### src/hdl/rctm_mod_cell.sv
// one restoring-reduction cell: takes the next dividend bit of three lanes
// depends on nothing
module rctm_mod_cell #(
  parameter int unsigned CB = 31
) (
  input  logic                 clk_i,
  input  logic                 rst_ni,
  input  logic                 valid_i,
  output logic                 ready_o,
  input  logic [CB-1:0]        q_i,
  input  logic [2:0][CB-1:0]   rem_i,
  input  logic [2:0][2*CB:0]   dvd_i,
  output logic                 valid_o,
  input  logic                 ready_i,
  output logic [CB-1:0]        q_o,
  output logic [2:0][CB-1:0]   rem_o,
  output logic [2:0][2*CB:0]   dvd_o
);
  localparam int unsigned SW = 2 * CB + 1;

  logic                v_q, en;
  logic [CB-1:0]       q_q;
  logic [2:0][CB-1:0]  rem_q, rem_d;
  logic [2:0][SW-1:0]  dvd_q, dvd_d;
  logic [2:0][CB:0]    t;

  assign en      = !v_q || ready_i;
  assign ready_o = en;

  always_comb begin
    for (int l = 0; l < 3; l++) begin
      t[l]     = {rem_i[l], dvd_i[l][SW-1]};
      rem_d[l] = (t[l] >= (CB+1)'(q_i)) ? CB'(t[l] - (CB+1)'(q_i)) : CB'(t[l]);
      dvd_d[l] = {dvd_i[l][SW-2:0], 1'b0};
    end
  end

  always_ff @(posedge clk_i or negedge rst_ni) begin
    if (!rst_ni) begin
      v_q <= 1'b0;
    end else if (en) begin
      v_q <= valid_i;
    end
  end

  always_ff @(posedge clk_i) begin
    if (en) begin
      q_q   <= q_i;
      rem_q <= rem_d;
      dvd_q <= dvd_d;
    end
  end

  assign valid_o = v_q;
  assign q_o     = q_q;
  assign rem_o   = rem_q;
  assign dvd_o   = dvd_q;
endmodule

### config.mk
export PLATFORM = sky130hd
export DESIGN_NAME = rctm_mod_cell
export DESIGN_NICKNAME = d
export VERILOG_FILES = /design/src/hdl/rctm_mod_cell.sv
export SDC_FILE = /design/constraint.sdc
export NUM_CORES = 1
export LEC_CHECK = 0
export BUFFER_PORTS_ARGS = -buffer_cell sky130_fd_sc_hd__buf_2
export CORE_AREA = 10 10 234 236
export CTS_BUF_LIST = sky130_fd_sc_hd__clkbuf_4
export DETAILED_ROUTE_END_ITERATION = 8
export DIE_AREA = 0 0 244 246
export GPL_ROUTABILITY_DRIVEN = 0
export GPL_TIMING_DRIVEN = 0
export MAX_ROUTING_LAYER = met4
export PLACE_DENSITY_LB_ADDON = 0.05
export SLEW_MARGIN = 30
export SYNTH_ARGS = -nofsm -noshare
export SYNTH_HDL_FRONTEND = slang
export SYNTH_SLANG_ARGS = --single-unit
### constraint.sdc
create_clock -name clk_i -period 11.1 [get_ports clk_i]
set_input_delay 1.665 -clock clk_i [delete_from_list [all_inputs] [get_ports clk_i]]
set_output_delay 1.665 -clock clk_i [all_outputs]
set_load 0.05 [all_outputs]
==> impl_metrics.env <==
export IMPL_outcome="finished clean"
export IMPL_drive_gt1_share_pct=40.9
export IMPL_hold_class="in -> async"
export IMPL_antenna_found_initial=21
export IMPL_p_leak_nw=9.49
export IMPL_cts_root_buffer="clkbuf_4"
export IMPL_rsz0062_at_grt="false"
export IMPL_drc=0
export IMPL_cts_setup_buffers=0
export IMPL_criticalPathCategory="in -> out"
export IMPL_synth_xor_area_share_pct=4.15
export IMPL_synth_compound_area_share_pct=13.8
export IMPL_synth_fa_ha_area_share_pct=7.63
export IMPL_p_clk_share_pct=28.6
export IMPL_groute_usage_overall_pct=20.9
export IMPL_final_antenna_net_count=0
export IMPL_regArea_um2=9330
export IMPL_dieWidth_um=244
export IMPL_die_h_um=246
export IMPL_port_buffers=628
export IMPL_setup_violations=0
export IMPL_cts_sinks=311
export IMPL_p_per_area_nw_per_um2=171
export IMPL_synth_ff_type="edfxtp_1"
export IMPL_crit_required_ps=9440
export IMPL_cp_start_kind="input pin"
export IMPL_rows=82
export IMPL_synth_top_family_by_area="compound AO/OA/AOI/OAI gates"
export IMPL_drt_iter0_drc=793
export IMPL_grt_pass1_vias=13600
export IMPL_yosysWarningCount=0
export IMPL_start_util_pct=32.2
export IMPL_placed_cells=2566
export IMPL_netSwitchingPower_mw=1.35
export IMPL_maxCapViolCount=0
export IMPL_total_power_mw=3.66
export IMPL_htreeDepth=3
export IMPL_fin_setup_tns_ps=0
export IMPL_avgSynthCellArea_um2=12.8
export IMPL_area_delta_synth_final_pct=33.1
export IMPL_fill_cells=4929
export IMPL_globalRouteOverflowTotal=0
export IMPL_io_pins=632
export IMPL_ys_async_sr_fraction_pct=0.322
export IMPL_core_area_um2=49900
export IMPL_synthCells=1257
export IMPL_final_hold_violation_count=0
export IMPL_ir_worst_vdd_v=0.0000793
export IMPL_totalWireLength_mm=63.9
export IMPL_vias=13300
export IMPL_synth_distinct_cells=81
export IMPL_first_pass_iters=6
export IMPL_path_clk_slew_ps=60
export IMPL_holdWs_ps=617
export IMPL_clock_path_buffers=3
export IMPL_dp_hpwl_mm=53.5
export IMPL_period_share_pct=44.0
export IMPL_grt_max_degree=46
export IMPL_p_seq_share_pct=40.3
export IMPL_synth_area_mux_share_pct=4.67
export IMPL_critPathMaxFanout=43
export IMPL_fin_cells=2737
export IMPL_ctsHoldBuffers=0
export IMPL_multi_input_area_um2=6240
export IMPL_cts_buffers=91
export IMPL_die_area_um2=60000
export IMPL_cp_end_kind="output port"
export IMPL_drv_slew=0
export IMPL_ys_ff_latch=311
export IMPL_wire_per_inst_um=23.4
export IMPL_switching_share_pct=37.0
export IMPL_clk_latency_ps=810
export IMPL_syn_cell_area_um2=16000
export IMPL_synth_edf_count=310
export IMPL_skew_ps=62.8
export IMPL_synth_simple_gate_area_share_pct=8.54
export IMPL_grt_pass1_wl_mm=90.7
export IMPL_yosysSeqAreaShare_pct=58.2
export IMPL_cp_arrival_ps=3220
export IMPL_cts_tree="built"
export IMPL_worst_pin_slew_ps=779
export IMPL_p_comb_share_pct=31.1
export IMPL_vias_per_cell=4.88
export IMPL_final_nets=2400
export IMPL_p_int_mw=2.31
export IMPL_cts_resized=0
export IMPL_finalCriticalPeriod_ps=4890
export IMPL_slew_headroom_pct=47.8
export IMPL_fmax_mhz=205
## power by group through the flow
stage	Combinational, mW	Sequential, mW	Clock [mW]
finish	1.14	1.48	1.05
global route	1.21	1.49	1.16
CTS	1.15	1.48	1.10
detailed placement	1.14	1.50	0
global placement	1.13	1.52	0
floorplan	0.374	1.94	0
## routing by layer
layer	GRT usage, %	share of wire, %
met3	5.63	6.8
met2	37.9	54
met4	6.30	2.2
met5	-	0
met1	21.7	37
## cells in the mapped netlist, types with 28 or more instances
| cell type | count | area, um^2 |
|---|---|---|
| nor2_1 | 50 | 188 |
| inv_1 | 56 | 210 |
| a21o_1 | 46 | 345 |
| nand4_1 | 28 | 175 |
| o21ai_0 | 52 | 260 |
| edfxtp_1 | 310 | 9310 |
| mux2_1 | 48 | 541 |
| a21oi_1 | 84 | 420 |
| nand2_1 | 90 | 338 |
| o21ai_1 | 37 | 185 |
| ha_1 | 93 | 1160 |
| xnor2_1 | 47 | 412 |
| xor2_1 | 29 | 254 |
## final cells by class
class,count,area share [%]
Sequential cell,311,43.7
Multi-Input combinational cell,847,29.2
Timing Repair Buffer,635,15.4
Clock buffer,132,4.64
Tap cell,672,3.94
Buffer,45,1.30
Inverter,56,0.985
Clock inverter,27,0.604
Antenna cell,12,0.141
## worst paths after layout
kind | startpoint | to | slack (ps) | depth (start not counted)
worst min register to register | valid_o$_DFFE_PN0P_ | dvd_o[111]$_DFFE_PP_ | 1030 | 1
worst max register to register | valid_o$_DFFE_PN0P_ | dvd_o[54]$_DFFE_PP_ | 8940 | 4
min in group clk_i | dvd_i[134] | dvd_o[135]$_DFFE_PP_ | 1030 | 1
max in group asynchronous | rst_ni | valid_o$_DFFE_PN0P_ | 10400 | 1
worst min-delay path | rst_ni | valid_o$_DFFE_PN0P_ | 620 | 1
worst max-delay path | ready_i | ready_o | 6210 | 5
## flip-flops by register name, summed over array words and instances, names as in the netlist
name / flops
dvd_o: 186
q_o: 31
rem_o: 93
valid_o: 1
## cell usage in the layout (no fill, tap or decap), types with 10 or more instances in the layout
| master | netlist | layout |
|---|---|---|
| a211oi_1 | 12 | 12 |
| nand2_1 | 90 | 90 |
| buf_2 | 14 | 642 |
| xor2_1 | 29 | 29 |
| a21o_1 | 46 | 46 |
| xnor2_1 | 47 | 47 |
| o21ai_1 | 37 | 37 |
| o211ai_1 | 11 | 11 |
| clkbuf_4 | 0 | 132 |
| clkbuf_1 | 17 | 17 |
| nand4_1 | 28 | 28 |
| ha_1 | 93 | 93 |
| mux2_1 | 48 | 48 |
| clkinv_1 | 0 | 19 |
| edfxtp_1 | 310 | 310 |
| a31oi_1 | 15 | 15 |
| nor2_1 | 50 | 50 |
| inv_1 | 56 | 56 |
| nand2b_1 | 17 | 16 |
| nor2b_1 | 10 | 10 |
| a21oi_1 | 84 | 84 |
| o21bai_1 | 14 | 14 |
| diode_2 | 0 | 12 |
| nand3_1 | 21 | 21 |
| o21ai_0 | 52 | 52 |
## metrics by stage
| step | worst slack, ps | utilization (%) | area [um^2] |
|---|---|---|---|
| after detailed placement | 6120 | 40.5 | 20200 |
| after global routing | 6110 | 42.8 | 21300 |
| after CTS | 6180 | 42.8 | 21300 |
| final | 6210 | 42.8 | 21300 |
| after floorplan | 3690 | - | 16000 |
| after global placement | 947 | 40.2 | 20000 |
## logic make-up after synthesis
family                     after synthesis
muxes                                   64
xor gates and xnor gates                76
DFF                                    311
adders and majority gates               96
AOI/OAI and AO/OA                      335
buffers and inverters                  101
other                                    1
and+or+nand+nor                        273
## critical path: stages
cell	delay, ps
buf_2	70
nand2b_4	500
buf_12	320
buf_16	250
buf_2	320
Power figures use the tool's default switching activity.
